### src/hdl/pcb_pkg.sv
// shared types, constants and lane helpers for the configuration space bridge
// no dependencies; used by pcb_hdr and pci_config_space_bridge
`default_nettype none

package pcb_pkg;

  typedef enum logic [1:0] {
    REQ_ADDR_RD = 2'd0,
    REQ_ADDR_WR = 2'd1,
    REQ_DATA_RD = 2'd2,
    REQ_DATA_WR = 2'd3
  } req_t;

  // configuration register indexes
  localparam logic [1:0] CFG_BAR_BASE = 2'd0;
  localparam logic [1:0] CFG_TGT_DEV  = 2'd1;
  localparam logic [1:0] CFG_TGT_FN   = 2'd2;

  // header dword indexes (latch bits 7:2)
  localparam logic [5:0] HDR_IDX_IDS    = 6'h00;
  localparam logic [5:0] HDR_IDX_CMD    = 6'h01;
  localparam logic [5:0] HDR_IDX_CLASS  = 6'h02;
  localparam logic [5:0] HDR_IDX_CACHE  = 6'h03;
  localparam logic [5:0] HDR_IDX_BAR0   = 6'h04;
  localparam logic [5:0] HDR_IDX_SUBSYS = 6'h0b;
  localparam logic [5:0] HDR_IDX_INTR   = 6'h0f;

  localparam logic [15:0] VENDOR_ID     = 16'h1033;
  localparam logic [15:0] DEVICE_ID     = 16'h0035;
  localparam logic [15:0] STATUS_WORD   = 16'h0210;
  localparam logic [23:0] CLASS_CODE    = 24'h0c0310;
  localparam logic [7:0]  REVISION_ID   = 8'h10;
  localparam logic [7:0]  INTR_PIN_INTA = 8'h01;
  localparam logic [7:0]  INTR_LINE_RST = 8'hff;
  localparam logic [31:0] ALL_ONES      = 32'hffff_ffff;
  localparam int unsigned LATCH_ENABLE_BIT = 31;

  typedef struct packed {
    logic        en;
    logic [5:0]  idx;
    logic [31:0] data;
    logic [31:0] mask;
  } hdr_wr_t;

  // access_size bytes, sizes above four clamp to a full dword
  function automatic logic [31:0] size_mask(input logic [2:0] size);
    logic [31:0] m;
    unique case (size)
      3'd0:    m = 32'h0000_0000;
      3'd1:    m = 32'h0000_00ff;
      3'd2:    m = 32'h0000_ffff;
      3'd3:    m = 32'h00ff_ffff;
      default: m = 32'hffff_ffff;
    endcase
    return m;
  endfunction

  // lanes touched, clipped to the dword
  function automatic logic [31:0] lane_mask(input logic [1:0] off, input logic [2:0] size);
    return size_mask(size) << {off, 3'b000};
  endfunction

endpackage

`default_nettype wire

### src/hdl/pcb_hdr.sv
// configuration header of the emulated function: writable fields and read mux
// depends on pcb_pkg
`default_nettype none

module pcb_hdr #(
  parameter int unsigned BAR_SIZE_LOG2 = 12
) (
  input  wire logic            clk,
  input  wire logic            rst_n,
  input  wire logic [31:0]     bar_base,
  input  wire logic [5:0]      rd_idx,
  output logic      [31:0]     rd_data,
  input  wire pcb_pkg::hdr_wr_t wr
);

  localparam logic [31:0] BAR_PROBE_VALUE = pcb_pkg::ALL_ONES << BAR_SIZE_LOG2;

  logic [15:0] command_r, command_nxt;
  logic [7:0]  cache_line_r, cache_line_nxt;
  logic [7:0]  latency_r, latency_nxt;
  logic [7:0]  intr_line_r, intr_line_nxt;
  logic        bar_probe_r, bar_probe_nxt;

  always_comb begin
    command_nxt    = command_r;
    cache_line_nxt = cache_line_r;
    latency_nxt    = latency_r;
    intr_line_nxt  = intr_line_r;
    bar_probe_nxt  = bar_probe_r;
    if (wr.en) begin
      unique case (wr.idx)
        pcb_pkg::HDR_IDX_CMD: begin
          command_nxt = (command_r & ~wr.mask[15:0]) | (wr.data[15:0] & wr.mask[15:0]);
        end
        pcb_pkg::HDR_IDX_CACHE: begin
          if (|wr.mask[7:0]) cache_line_nxt = wr.data[7:0];
          if (|wr.mask[15:8]) latency_nxt = wr.data[15:8];
        end
        // all written lanes 0xff enter size probe, anything else returns the base
        pcb_pkg::HDR_IDX_BAR0: bar_probe_nxt = &(wr.data | ~wr.mask);
        pcb_pkg::HDR_IDX_INTR: begin
          if (|wr.mask[7:0]) intr_line_nxt = wr.data[7:0];
        end
        default: ;
      endcase
    end
  end

  always_ff @(posedge clk) begin
    if (!rst_n) begin
      command_r    <= '0;
      cache_line_r <= '0;
      latency_r    <= '0;
      intr_line_r  <= pcb_pkg::INTR_LINE_RST;
      bar_probe_r  <= 1'b0;
    end else begin
      command_r    <= command_nxt;
      cache_line_r <= cache_line_nxt;
      latency_r    <= latency_nxt;
      intr_line_r  <= intr_line_nxt;
      bar_probe_r  <= bar_probe_nxt;
    end
  end

  always_comb begin
    unique case (rd_idx)
      pcb_pkg::HDR_IDX_IDS,
      pcb_pkg::HDR_IDX_SUBSYS: rd_data = {pcb_pkg::DEVICE_ID, pcb_pkg::VENDOR_ID};
      pcb_pkg::HDR_IDX_CMD:    rd_data = {pcb_pkg::STATUS_WORD, command_r};
      pcb_pkg::HDR_IDX_CLASS:  rd_data = {pcb_pkg::CLASS_CODE, pcb_pkg::REVISION_ID};
      pcb_pkg::HDR_IDX_CACHE:  rd_data = {16'h0000, latency_r, cache_line_r};
      pcb_pkg::HDR_IDX_BAR0:   rd_data = bar_probe_r ? BAR_PROBE_VALUE : bar_base;
      pcb_pkg::HDR_IDX_INTR:   rd_data = {16'h0000, pcb_pkg::INTR_PIN_INTA, intr_line_r};
      default:                 rd_data = '0;
    endcase
  end

endmodule

`default_nettype wire

### src/hdl/pci_config_space_bridge.sv
// top level: address latch, bus-0 decode, input and result registers
// depends on pcb_pkg and pcb_hdr
`default_nettype none

// Host bridge configuration access, mechanism #1 style. Address-port beats
// read or merge byte lanes of a 32-bit latch; data-port beats reach one
// emulated function's header when latch bit 31 is set, the bus is 0 and
// device/function match the configured target, else reads give all ones
// and writes are dropped. Every beat returns one result (zero for writes).
// Throughput is one beat per cycle unless a held result stalls intake; a
// beat passes the input register, then the result register, with the
// decode, lane shift and header update done in a single pass between. Both
// stages advance independently, so a held result does not block intake
// until both registers are full. Configuration writes are taken at once
// and must only be issued while no beat is in flight.
module pci_config_space_bridge #(
  parameter int unsigned BAR_SIZE_LOG2 = 12
) (
  input  wire logic        clk,
  input  wire logic        rst_n,
  input  wire logic        in_valid,
  output logic             in_ready,
  input  wire logic [1:0]  in_req_type,
  input  wire logic [1:0]  in_byte_offset,
  input  wire logic [2:0]  in_access_size,
  input  wire logic [31:0] in_write_data,
  output logic             out_valid,
  input  wire logic        out_ready,
  output logic      [31:0] out_read_data,
  input  wire logic        cfg_valid,
  output logic             cfg_ready,
  input  wire logic [1:0]  cfg_index,
  input  wire logic [31:0] cfg_data
);

  logic [31:0] bar_base_r;
  logic [4:0]  tgt_dev_r;
  logic [2:0]  tgt_fn_r;

  logic           s1_valid_r;
  pcb_pkg::req_t  s1_type_r;
  logic [1:0]     s1_off_r;
  logic [2:0]     s1_size_r;
  logic [31:0]    s1_wdata_r;

  logic           out_valid_r;
  logic [31:0]    out_data_r, out_data_nxt;

  logic [31:0]    latch_r, latch_nxt;
  logic           s2_load, s1_load;
  logic [31:0]    lmask, smask, shifted, hdr_rdata, port_val;
  logic           hit;
  pcb_pkg::hdr_wr_t hdr_wr;

  assign cfg_ready = 1'b1;

  always_ff @(posedge clk) begin
    if (!rst_n) begin
      bar_base_r <= '0;
      tgt_dev_r  <= '0;
      tgt_fn_r   <= '0;
    end else if (cfg_valid) begin
      unique case (cfg_index)
        pcb_pkg::CFG_BAR_BASE: bar_base_r <= cfg_data;
        pcb_pkg::CFG_TGT_DEV:  tgt_dev_r  <= cfg_data[4:0];
        pcb_pkg::CFG_TGT_FN:   tgt_fn_r   <= cfg_data[2:0];
        default: ;
      endcase
    end
  end

  // handshake between the two stages
  assign s2_load  = s1_valid_r && (!out_valid_r || out_ready);
  assign in_ready = !s1_valid_r || s2_load;
  assign s1_load  = in_valid && in_ready;

  always_ff @(posedge clk) begin
    if (!rst_n) begin
      s1_valid_r <= 1'b0;
    end else if (in_ready) begin
      s1_valid_r <= in_valid;
    end
  end

  always_ff @(posedge clk) begin
    if (s1_load) begin
      s1_type_r  <= pcb_pkg::req_t'(in_req_type);
      s1_off_r   <= in_byte_offset;
      s1_size_r  <= in_access_size;
      s1_wdata_r <= in_write_data;
    end
  end

  assign lmask   = pcb_pkg::lane_mask(s1_off_r, s1_size_r);
  assign smask   = pcb_pkg::size_mask(s1_size_r);
  assign shifted = s1_wdata_r << {s1_off_r, 3'b000};

  assign hit = latch_r[pcb_pkg::LATCH_ENABLE_BIT] && (latch_r[23:16] == 8'h00)
            && (latch_r[15:11] == tgt_dev_r) && (latch_r[10:8] == tgt_fn_r);

  assign hdr_wr.en   = s2_load && (s1_type_r == pcb_pkg::REQ_DATA_WR) && hit && (|lmask);
  assign hdr_wr.idx  = latch_r[7:2];
  assign hdr_wr.data = shifted;
  assign hdr_wr.mask = lmask;

  pcb_hdr #(
    .BAR_SIZE_LOG2 (BAR_SIZE_LOG2)
  ) u_hdr (
    .clk      (clk),
    .rst_n    (rst_n),
    .bar_base (bar_base_r),
    .rd_idx   (latch_r[7:2]),
    .rd_data  (hdr_rdata),
    .wr       (hdr_wr)
  );

  always_comb begin
    latch_nxt = latch_r;
    port_val  = '0;
    unique case (s1_type_r)
      pcb_pkg::REQ_ADDR_RD: port_val = latch_r;
      pcb_pkg::REQ_ADDR_WR: latch_nxt = (latch_r & ~lmask) | (shifted & lmask);
      pcb_pkg::REQ_DATA_RD: port_val = hit ? hdr_rdata : pcb_pkg::ALL_ONES;
      pcb_pkg::REQ_DATA_WR: port_val = '0;
    endcase
    // writes carry zero, reads take the addressed lanes
    out_data_nxt = (port_val >> {s1_off_r, 3'b000}) & smask;
  end

  always_ff @(posedge clk) begin
    if (!rst_n) begin
      latch_r <= '0;
    end else if (s2_load) begin
      latch_r <= latch_nxt;
    end
  end

  always_ff @(posedge clk) begin
    if (!rst_n) begin
      out_valid_r <= 1'b0;
    end else if (!out_valid_r || out_ready) begin
      out_valid_r <= s1_valid_r;
    end
  end

  always_ff @(posedge clk) begin
    if (s2_load) begin
      out_data_r <= out_data_nxt;
    end
  end

  assign out_valid     = out_valid_r;
  assign out_read_data = out_data_r;

endmodule

`default_nettype wire

### config.mk
export PLATFORM = sky130hd
export DESIGN_NAME = pci_config_space_bridge
export DESIGN_NICKNAME = d
export VERILOG_FILES = /design/src/hdl/pcb_pkg.sv /design/src/hdl/pcb_hdr.sv /design/src/hdl/pci_config_space_bridge.sv
export SDC_FILE = /design/constraint.sdc
export NUM_CORES = 1
export LEC_CHECK = 0
export ABC_AREA = 1
export BUFFER_PORTS_ARGS = -buffer_cell sky130_fd_sc_hd__buf_2
export CAP_MARGIN = 20
export CORE_MARGIN = 2
export CORE_UTILIZATION = 53
export DETAILED_ROUTE_END_ITERATION = 16
export PLACE_DENSITY = 0.76
export REMOVE_ABC_BUFFERS = 1
export SLEW_MARGIN = 15
export SYNTH_ARGS = -nofsm -noshare
export SYNTH_HDL_FRONTEND = slang
export SYNTH_SLANG_ARGS = --single-unit
export TNS_END_PERCENT = 50
### constraint.sdc
create_clock -name clk -period 2.5 [get_ports clk]
set_input_delay 0.75 -clock clk [delete_from_list [all_inputs] [get_ports clk]]
set_output_delay 0.75 -clock clk [all_outputs]
set_load 0.005 [all_outputs]
# == Yosys cells after proc, flatten, opt, wreduce, memory -nomap -nowiden ==
# Cells that the tools add are included.
# totals
out_inout_bits,35
word_cells,81
in_bits,78
register_bits,186
# op_classes
bitwise,10
shifts,3
n_reduce_logical,31
eq_ne,16
n_mux,5
# op_table
cell,n
32-bit one-hot mux with 6 select lines,1
32-bit one-hot mux with 4 select lines,1
32-bit AND,3
32-bit two-way mux,2
32-bit bitwise OR,2
32-bit one-hot mux with 2 select lines,1
32-bit by 5-bit << shifter with 32-bit output,2
16-bit AND,2
32-bit inverter,1
32-bit AND reduction,1
32-bit OR reduction,1
32-bit by 5-bit >> shifter with 32-bit output,1
16-bit inverter,1
16-bit bitwise OR,1
8-bit OR reduction,2
"6-bit by 2-bit == test with 1-bit output, second input constant",2
"6-bit by 4-bit == test with 1-bit output, second input constant",2
2-bit AND reduction,6
3-bit AND reduction,3
1-bit logical AND,8
8-bit logical NOT,1
"2-bit == test, second input constant",3
"3-bit by 2-bit == test with 1-bit output, second input constant",2
"6-bit by 1-bit == test with 1-bit output, second input constant",1
11 further kinds,15

# == Logic depth before layout (Yosys ltp) ==
# Gate-level depths: netlist of run 1.
# logic_depth
word_depth,8
ltp_mapped,16
mapped_depth_nobuf,15

# == Cells and area by module ==
# Synthesis of run 1 repeated with hierarchy kept, for this count alone.
# hier_totals
hier_cells,1307
area_unflattened_um2,9600.5
# by_module_without_submodules
module,seq_area_each_um2,n_inst,area_per_inst_um2,cells_each
pci_config_space_bridge,3613.5,1,6846.6,866
pcb_hdr,820.8,1,2753.9,441

# == Worst setup path before layout of run 1 ==
# Ideal clock, no wire load.
# synth_timing
kind,input to register
start,input out_ready
end,register (tool-made name)
slack_ns,-0.189
t_required_ns,2.381
n_path_buf,1
setup_ns,0.119
t_arrival_ns,2.570
path_stages,10
cell_sequence,inv_1 > nand2_1 > nand2_1 > inv_1 > nand3_2 > inv_2 > nand2_1 > buf_2 > o21ai_0 > a21oi_1
# synth_lines
element,line_no,text
"start, declared",pci_config_space_bridge.sv:28,"input wire logic out_ready,"

==> results of run 1 <==
[per-stage QoR]
stage / instances / utilization / area (µm²) / hold slack (ns)
detailed placement: 1611 / 0.5794 / 10340 / 0.4464
global placement: 1611 / 0.5794 / 10340 / 0.4400
CTS: 1643 / 0.6132 / 10940 / 0.4560
floorplan: 1238 / - / 9214 / 0.4291
global route: 1644 / 0.6139 / 10950 / 0.4679
finish: 1644 / 0.6139 / 10950 / 0.4531
[worst register-to-register path: cells and delay by family (launching register included)]
kind	cells	cell delay, ns
simple gates	11	1.73
flops	1	0.48
[cells by family after synthesis]
logic type / count (synthesis) / synth area share
compound gates: 190 / 0.1049
flops: 186 / 0.4647
simple gates: 771 / 0.3596
xor+xnor: 1 / 0.0009181
buf+inv: 153 / 0.06950
other cells: 1 / 0.0003930
[power by group through the flow]
stage	Sequential (mW)	Combinational, mW	Clock [mW]
finish	3.34	0.757	2.74
global route	3.35	0.838	2.90
CTS	3.34	0.744	2.77
detailed placement	3.40	0.740	0
global placement	3.40	0.732	0
floorplan	3.40	0.415	0
[cell type report]
class	instances	share of cell area
clock buffers	20	0.04376
clock inverters	12	0.01131
flip-flops and latches	186	0.4049
repair buffers	145	0.07666
multi-input cells	963	0.4065
inverters	89	0.03073
well taps	229	0.02616
[timing repair]
item	CTS	global route
setup endpoints to repair	0	1
gates resized for setup	0	2
setup buffers	0	1
[worst max-delay path by stage]
stage          cells after the start                 to
6_report                          11           register
5_1_grt                           12           register
4_1_cts                            9  u_hdr.bar_probe_r
3_5_place_dp                       9  u_hdr.bar_probe_r
3_3_place_gp                       9  u_hdr.bar_probe_r
2_1_floorplan                      4     bar_base_r[12]
[metal layers]
layer	GRT usage	part of all wire	vias to the layer above	wire length [µm]
met4	0.1090	0.036	0	961
li1	-	-	4476	-
met1	0.3764	0.43	4167	11410
met5	0	0	-	0
met3	0.05646	0.089	59	2391
met2	0.4567	0.45	430	12060
[layout by cell type (no fill, tap or decap), types with 3 or more instances in the layout]
cell type                    count
sky130_fd_sc_hd__nand2_1       338
sky130_fd_sc_hd__nor2_1        218
sky130_fd_sc_hd__nand3_1       128
sky130_fd_sc_hd__dfxtp_1       115
sky130_fd_sc_hd__buf_2         111
sky130_fd_sc_hd__o21ai_0        87
sky130_fd_sc_hd__a21oi_1        75
sky130_fd_sc_hd__edfxtp_1       71
sky130_fd_sc_hd__inv_1          70
sky130_fd_sc_hd__buf_4          31
sky130_fd_sc_hd__nand4_1        23
sky130_fd_sc_hd__clkbuf_16      19
sky130_fd_sc_hd__inv_2          14
sky130_fd_sc_hd__nor3_1         13
sky130_fd_sc_hd__nor2_4         12
sky130_fd_sc_hd__nor2_2         10
sky130_fd_sc_hd__nand2_2         9
sky130_fd_sc_hd__o21ai_1         8
sky130_fd_sc_hd__clkinv_2        4
sky130_fd_sc_hd__nand3_2         4
sky130_fd_sc_hd__or2_2           4
sky130_fd_sc_hd__o22ai_1         4
sky130_fd_sc_hd__nand3_4         3
sky130_fd_sc_hd__clkinv_1        3
sky130_fd_sc_hd__o211ai_1        3
sky130_fd_sc_hd__clkinvlp_4      3
==> summary.md, run 1 <==
| Metric | Value |
|---|---|
| Footprint of the flip-flops and latches | `between 4000 and 5000 µm²` |
| Number of synthesized register bits | `between 150 and 200` |
| First-pass iteration count of the detailed router | `6` |
| Share of Yosys cell area claimed by the top area cell type | `0.2413` |
| Setup-violating endpoint count in the final report | `0` |
| Count of inserted antenna diode cells | `0` |
| Global placement routability congestion | `0.9929` |
| Combinational cell fraction of total power | `0.111` |
| Run status | `finished, final reports clean` |
| Hold path endpoint | `bar_base_r[12]` |
| Post-synthesis cell area | `around 9500 µm²` |
| Horiz. Die Dim | `138.2 µm` |
| Leak Pwr | `approximately 4.8 nW` |
| Library cell occupying the most area in the post-synthesis netlist | `sky130_fd_sc_hd__dfxtp_1` |
| Placed wire-length estimate | `20100 µm` |
| Class of the most critical hold timing path | `reg2reg` |
| Worst slack at placement | `0.1751 ns` |
| Final Skew | `between 0.009 and 0.01 ns` |
| Area added between synthesis and finish | `14.78%` |
| Sinks on Clock Net | `186` |
| Slew Limit Fails | `0` |
| Count of yosys warnings during synthesis | `0` |
| Area of the multi-input gates | `4452 µm²` |
| Longest Clk Path Bufs | `2` |
| Remaining max-slew budget at the tightest pin | `0.3457` |
| Number of nets in the final layout | `approximately 1500` |
| Residual DRC | `0` |
| Final number of hold-violating endpoints | `0` |
| Fraction of synthesis flops using an asynchronous set or reset pin | `0` |
| Die Area | `19090 µm²` |
| Cell internal pwr | `5.076 mW` |
| Reg clk slew, reported paths | `0.07 ns` |
| Power density over the cells | `roughly 620 nW/µm²` |
| Fraction of layout instances using a drive strength above 1 | `0.1731` |
| Mean routed wirelength per cell | `16.32 µm` |
| TritonCTS buffer count | `17` |
| Critical path's largest stage delay | `between 0.4 and 0.5 ns` |
| Number of H-tree branching levels | `4` |
| Crit Path Max Fanout | `12` |
| Vias per cell | `5.555` |
| Library cells used by synthesis | `46` |
| Worst-case setup margin in the final layout | `0.1891 ns` |
| Buffer and inverter count on the worst path | `0` |
| Detailed Route WL | `around 27000 µm` |
| Leading cell types by count after synthesis | `sky130_fd_sc_hd__nand2_1, sky130_fd_sc_hd__nor2_1, sky130_fd_sc_hd__nand3_1, sky130_fd_sc_hd__dfxtp_1, sky130_fd_sc_hd__o21ai_0` |
| Total via count after detailed routing | `9132` |
| Setup tns final | `0 ns` |
| Overall power of the completed layout | `6.840 mW` |
| Slew @ Worst Pin | `approximately 0.98 ns` |
| Most common cell in the synthesized netlist | `sky130_fd_sc_hd__nand2_1` |
| Flop2flop setup slack | `0.19 ns` |
| Cell seen most often among critical-path stages | `sky130_fd_sc_hd__nor2_1` |
| Number of buffers inserted by hold repair at cts | `0` |
| Critical Path Slowest Stage Cell | `sky130_fd_sc_hd__dfxtp_1` |
| Post-route ant nets | `0` |
| Initial antenna violation count | `0` |
| Worst Hold Launch | `bar_base_r[12]` |
| Port Buffer Count | `111` |
| Reported net switching power | `approximately 1.8 mW` |
| Worst setup path class | `reg2reg` |
| Mapped Avg Cell Area | `7.328 µm²` |
| Fmax | `0.4327 GHz` |
| Seq/Total Area, Yosys | `0.4647` |
| Total overflow reported by the global router | `0` |
| # IOs | `113` |
| Setup repair after global routing missed its margin | `false` |
| Launching element type of the critical path | `register` |
| Part of the cycle the worst path needs | `0.9244` |
| Sw Ratio | `0.2578` |
| Number of filler cells placed in the layout | `around 1600` |
| Largest net degree at the start of global routing | `48` |
| Relative contribution of the clock network to total power | `0.401` |
| First-pass GRT wire length | `42840 µm` |
| VDD IR max | `around 0.5 mV` |
| Root buffer cell | `sky130_fd_sc_hd__clkbuf_16` |
| Dominant register cell in the synthesized netlist | `sky130_fd_sc_hd__dfxtp_1` |
| Crit path DAT | `2.65 ns` |
| Maximum capacitance violations | `0` |
| Relative contribution of sequential cells to total power | `0.488` |
| Most area-consuming cells after synthesis | `sky130_fd_sc_hd__dfxtp_1, sky130_fd_sc_hd__edfxtp_1, sky130_fd_sc_hd__nand2_1, sky130_fd_sc_hd__nor2_1, sky130_fd_sc_hd__nand3_1` |
| Cell Chain, Critical Path | `nor2_1, nor2_1, nand2_1, nor2_1, nand2_1, nor2_4, nand3b_4, nor2_2, nand3_1, nand2_1, nor2_1` |
| Num rows | `49` |
| Vertical die dimension | `138.2 µm` |
| Synthesized instance count | `around 1300` |
| Nature of the critical path endpoint | `register` |
| Worst-Skew Late Latency | `roughly 0.44 ns` |
| Tmin final | `between 2 and 2.5 ns` |
| Clock tree from TritonCTS | `built` |
| Reg2reg path depth | `11` |
| GRT Util Overall | `0.2824` |
| Worst hold path depth | `2` |
| WP data required | `2.84 ns` |
| Core outline area | `17840 µm²` |
| Number of global-route vias before repair | `8392` |
| Initial Utilization | `0.5348` |
| Number of enable-type register cells in the synthesized netlist | `71` |
| Initial detailed-routing violation count | `1023` |
| Family with the most delay on the worst path | `simple AND/OR/NAND/NOR gates` |
Power figures use the tool's default switching activity.
==> run 2: changes to the inputs <==
--- a/config.mk
+++ b/config.mk
@@ -11,6 +11,7 @@
 export CORE_MARGIN = 2
 export CORE_UTILIZATION = 53
 export DETAILED_ROUTE_END_ITERATION = 16
+export MAX_ROUTING_LAYER = met4
 export PLACE_DENSITY = 0.76
 export REMOVE_ABC_BUFFERS = 1
 export SLEW_MARGIN = 15
==> summary.md, run 2 (synthesis results as in run 1) <==
| Metric | Value |
|---|---|
| Setup repair bufs after CTS | `0` |
| Detailed Route WL | `27550 µm` |
| Number of buffers inserted by hold repair at cts | `0` |
| Count of inserted antenna diode cells | `0` |
| First-pass iteration count of the detailed router | `6` |
| Placed wire-length estimate | `20600 µm` |
| Total overflow reported by the global router | `0` |
| Port Buffer Count | `roughly 110` |
| Total via count after detailed routing | `9114` |
| Nature of the critical path endpoint | `register` |
| WP data required | `between 2 and 3 ns` |
| Setup repair after global routing missed its margin | `false` |
| Critical path's largest stage delay | `0.59 ns` |
| Worst-case setup margin in the final layout | `0.2466 ns` |
| Commonest non-fill, non-tap cell in the layout | `sky130_fd_sc_hd__nand2_1` |
| Maximum capacitance violations | `0` |
| Die Area | `about 19000 µm²` |
| Area after detailed placement | `around 10000 µm²` |
| Largest net degree at the start of global routing | `between 50 and 60` |
| GRT Util Overall | `0.2987` |
| Initial detailed-routing violation count | `between 900 and 1000` |
| Mean routed wirelength per cell | `roughly 17 µm` |
| Cell Chain, Critical Path | `inv_2, o21ai_0, buf_4, nor2_1, nand3_1, a21boi_0, nand3_1, a21oi_1` |
| Final Util | `0.6143` |
| Launching element type of the critical path | `register` |
| Number of H-tree branching levels | `4` |
| Horiz. Die Dim | `between 100 and 150 µm` |
| Run status | `finished, final reports clean` |
| Num rows | `49` |
| Hold slack final | `0.4623 ns` |
| Power density over the cells | `around 630 nW/µm²` |
| Worst-Skew Late Latency | `0.44 ns` |
| Buffer and inverter count on the worst path | `2` |
| Sinks on Clock Net | `roughly 190` |
| Vertical die dimension | `roughly 140 µm` |
| Slew Limit Fails | `0` |
| Tmin final | `2.253 ns` |
| Post-route ant nets | `0` |
| Worst slack at placement | `0.2720 ns` |
| Number of nets in the final layout | `1478` |
| Non-filler cells in the finished layout | `between 1500 and 2000` |
| Reg clk slew, reported paths | `0.07 ns` |
| Family with the most delay on the worst path | `buffers and inverters` |
| Crit Path Max Fanout | `26` |
| First-pass GRT wire length | `44180 µm` |
| TritonCTS buffer count | `17` |
| Crit path DAT | `2.62 ns` |
| Slew @ Worst Pin | `0.5734 ns` |
| Clock tree from TritonCTS | `built` |
| Core outline area | `between 15000 and 20000 µm²` |
| Remaining max-slew budget at the tightest pin | `0.6152` |
| Class of the most critical hold timing path | `reg2reg` |
| Initial antenna violation count | `0` |
| Vias per cell | `approximately 5.6` |
| Fmax | `0.4438 GHz` |
| Residual DRC | `0` |
| Root buffer cell | `sky130_fd_sc_hd__clkbuf_16` |
| Area added between synthesis and finish | `14.87%` |
| Post-cts resize count | `0` |
| Final number of hold-violating endpoints | `0` |
| Global placement routability congestion | `0.9880` |
| # IOs | `113` |
| Setup-violating endpoint count in the final report | `0` |
| Setup tns final | `0 ns` |
| Longest Clk Path Bufs | `2` |
| Post-route cell area | `10960 µm²` |
| Overall power of the completed layout | `6.879 mW` |
| Initial Utilization | `0.5348` |
| Part of the cycle the worst path needs | `0.9013` |
| Final Skew | `0.01010 ns` |
| Cell seen most often among critical-path stages | `sky130_fd_sc_hd__nand3_1` |
| Critical Path Slowest Stage Cell | `sky130_fd_sc_hd__edfxtp_1` |
| VDD IR max | `0.7543 mV` |
| Placed instance count | `1610` |
| Fraction of layout instances using a drive strength above 1 | `0.1727` |
| Leak Pwr | `4.770 nW` |
| Top library cells by usage in the layout, fill and taps aside | `sky130_fd_sc_hd__nand2_1, sky130_fd_sc_hd__nor2_1, sky130_fd_sc_hd__nand3_1` |
| Worst setup path class | `reg2reg` |
| Number of global-route vias before repair | `8545` |
==> run 2: changes by cell type in the layout (fill, tap and decap cells not counted), moves of 2 or more <==
| cell | previous run | this run |
|---|---|---|
| sky130_fd_sc_hd__inv_8 | 1 | 3 |
| sky130_fd_sc_hd__clkbuf_16 | 19 | 17 |
| sky130_fd_sc_hd__clkinvlp_4 | 3 | 0 |
| sky130_fd_sc_hd__buf_12 | 2 | 4 |
| sky130_fd_sc_hd__clkinv_2 | 4 | 2 |
| sky130_fd_sc_hd__inv_6 | 2 | 5 |
| sky130_fd_sc_hd__buf_4 | 31 | 28 |
==> run 2: layout make-up <==
type | count | area (µm²)
Inverter | 89 | 335.3
Timing Repair Buffer | 143 | 845.8
Multi-Input combinational cell | 963 | 4452
Tap cell | 229 | 286.5
Fill cell | 1637 | 6880
Clock buffer | 17 | 425.4
Sequential cell | 186 | 4434
Clock inverter | 15 | 181.4
==> run 2: final timing paths <==
path                        from                end  slack, ns  depth (start not counted)
setup reg to reg     s1_off_r[0]  u_hdr.bar_probe_r       0.25                          8
hold reg to reg   bar_base_r[12]     bar_base_r[12]       0.46                          2
setup / recovery     s1_off_r[0]  u_hdr.bar_probe_r       0.25                          8
hold / removal    bar_base_r[12]     bar_base_r[12]       0.46                          2
==> run 2: worst register-to-register path: cells and delay by family (launching register included) <==
kind / cells / cell delay, ns
buffers and inverters: 2 / 0.64
AOI/OAI and AO/OA: 3 / 0.59
DFF: 1 / 0.59
and+or+nand+nor: 3 / 0.35
==> run 2: where the power goes <==
group	total, mW	internal [mW]	switching (mW)
logic	0.756	0.254	0.502
clock network	2.78	1.52	1.27
registers	3.34	3.27	0.0709
total	6.88	5.04	1.84
==> run 2: layer usage <==
metal | vias to the layer above | wire [µm] | GRT usage
met1 | 4179 | 11860 | 0.3937
met2 | 400 | 12470 | 0.4570
met3 | 67 | 1986 | 0.04815
met4 | 0 | 1235 | 0.1332
met5 | - | 0 | -
li1 | 4468 | - | -
==> run 3: changes to the inputs <==
--- a/config.mk
+++ b/config.mk
@@ -13,7 +13,6 @@
 export DETAILED_ROUTE_END_ITERATION = 16
 export MAX_ROUTING_LAYER = met4
 export PLACE_DENSITY = 0.76
-export REMOVE_ABC_BUFFERS = 1
 export SLEW_MARGIN = 15
 export SYNTH_ARGS = -nofsm -noshare
 export SYNTH_HDL_FRONTEND = slang
==> summary.md, run 3 (synthesis results as in run 1) <==
| Metric | Value |
|---|---|
| Clock tree from TritonCTS | `built` |
| Worst-case setup margin in the final layout | `around 0.24 ns` |
| Count of inserted antenna diode cells | `0` |
| Setup tns final | `0 ns` |
| Part of the cycle the worst path needs | `0.9048` |
| Run status | `finished, final reports clean` |
| Worst slack at placement | `0.2651 ns` |
| Hold slack final | `0.4563 ns` |
| GRT Util Overall | `0.2957` |
| Root buffer cell | `sky130_fd_sc_hd__clkbuf_16` |
| Die Area | `19090 µm²` |
| VDD IR max | `roughly 0.79 mV` |
| Commonest non-fill, non-tap cell in the layout | `sky130_fd_sc_hd__nand2_1` |
| Global placement routability congestion | `0.9827` |
| Total overflow reported by the global router | `0` |
| Area added between synthesis and finish | `14.65%` |
| Longest Clk Path Bufs | `2` |
| Crit path DAT | `about 2.6 ns` |
| Vias per cell | `approximately 5.6` |
| Maximum capacitance violations | `0` |
| Class of the most critical hold timing path | `reg2reg` |
| Nature of the critical path endpoint | `register` |
| Port Buffer Count | `111` |
| Number of nets in the final layout | `1477` |
| Sinks on Clock Net | `around 190` |
| Residual DRC | `0` |
| Slew Limit Fails | `0` |
| Detailed Route WL | `approximately 27000 µm` |
| Tmin final | `2.262 ns` |
| Setup repair after global routing missed its margin | `false` |
| Top library cells by usage in the layout, fill and taps aside | `sky130_fd_sc_hd__nand2_1, sky130_fd_sc_hd__nor2_1, sky130_fd_sc_hd__nand3_1` |
| Placed wire-length estimate | `slightly above 20000 µm` |
| Post-route ant nets | `0` |
| Syn nets | `around 1400` |
| Number of buffers inserted by hold repair at cts | `0` |
| Leak Pwr | `4.735 nW` |
| Post-cts resize count | `0` |
| Worst-Skew Late Latency | `between 0.4 and 0.5 ns` |
| Crit Path Max Fanout | `18` |
| Placed instance count | `~1600` |
| Vertical die dimension | `138.2 µm` |
| # IOs | `113` |
| Mean routed wirelength per cell | `16.63 µm` |
| Core outline area | `17840 µm²` |
| Fraction of layout instances using a drive strength above 1 | `0.1714` |
| Num rows | `49` |
| Remaining max-slew budget at the tightest pin | `0.6049` |
| TritonCTS buffer count | `17` |
| Initial antenna violation count | `0` |
| Non-filler cells in the finished layout | `1641` |
| Final number of hold-violating endpoints | `0` |
| Slew @ Worst Pin | `slightly below 0.6 ns` |
| Total via count after detailed routing | `approximately 9200` |
| Fmax | `around 0.44 GHz` |
| Number of H-tree branching levels | `4` |
| First-pass GRT wire length | `43710 µm` |
| Horiz. Die Dim | `138.2 µm` |
| Reg clk slew, reported paths | `0.07 ns` |
| First-pass iteration count of the detailed router | `6` |
| Power density over the cells | `626.1 nW/µm²` |
| Worst setup path class | `reg2reg` |
| Number of global-route vias before repair | `between 8000 and 9000` |
| Setup-violating endpoint count in the final report | `0` |
| Launching element type of the critical path | `register` |
| WP data required | `around 2.9 ns` |
| Largest net degree at the start of global routing | `48` |
| Initial Utilization | `0.5348` |
| Final Skew | `0.01088 ns` |
| Initial detailed-routing violation count | `942` |
-- run 3: final timing paths --
| check | startpoint | end | slack [ns] | depth (start not counted) |
|---|---|---|---|---|
| max | s1_off_r[0] | register | 0.24 | 7 |
| min | bar_base_r[12] | bar_base_r[12] | 0.46 | 2 |
| max reg2reg | s1_off_r[0] | register | 0.24 | 7 |
| min reg2reg | bar_base_r[12] | bar_base_r[12] | 0.46 | 2 |
-- run 3: area by class of cell --
type	instances	area, µm²
fillers	1659	6902
multi-input cells	964	4458
flip-flops and latches	186	4434
repair buffers	141	830.8
clock buffers	19	432.9
inverters	89	339.1
well taps	229	286.5
clock inverters	13	157.7
-- run 3: repair_timing --
action / CTS / global route
endpoints found under the setup margin: 0 / 1
endpoints found under the hold margin: 0 / 0
buffers inserted: 0 / 0
-- run 3: worst max-delay path: stages, from the launching register on --
cell and delay (ns):
sky130_fd_sc_hd__edfxtp_1 0.57, sky130_fd_sc_hd__inv_2 0.31, sky130_fd_sc_hd__nand2_2 0.14, sky130_fd_sc_hd__nor2_4 0.31, sky130_fd_sc_hd__inv_2 0.14, sky130_fd_sc_hd__nor2_2 0.42, sky130_fd_sc_hd__o21ai_0 0.16, sky130_fd_sc_hd__nor2_1 0.14
-- run 3: power breakdown --
part	internal [mW]	switching, mW
clock network	1.51	1.25
registers	3.27	0.0736
logic	0.253	0.495
-- run 3: per-layer routing --
layer  up-vias  track usage  wire length (µm)
met1      4212       0.3917             11660
met5         -            -                 0
li1       4481            -                 -
met4         0       0.1010               834
met2       417       0.4575             12490
met3        69      0.05785              2313
-- run 3: stage by stage --
stage / total power [mW] / util / instance area [µm²]
global placement: 4.133 / 0.5797 / 10340
floorplan: 3.863 / - / 9545
global route: 7.084 / 0.6132 / 10940
detailed placement: 4.142 / 0.5797 / 10340
finish: 6.849 / 0.6132 / 10940
CTS: 6.858 / 0.6128 / 10930
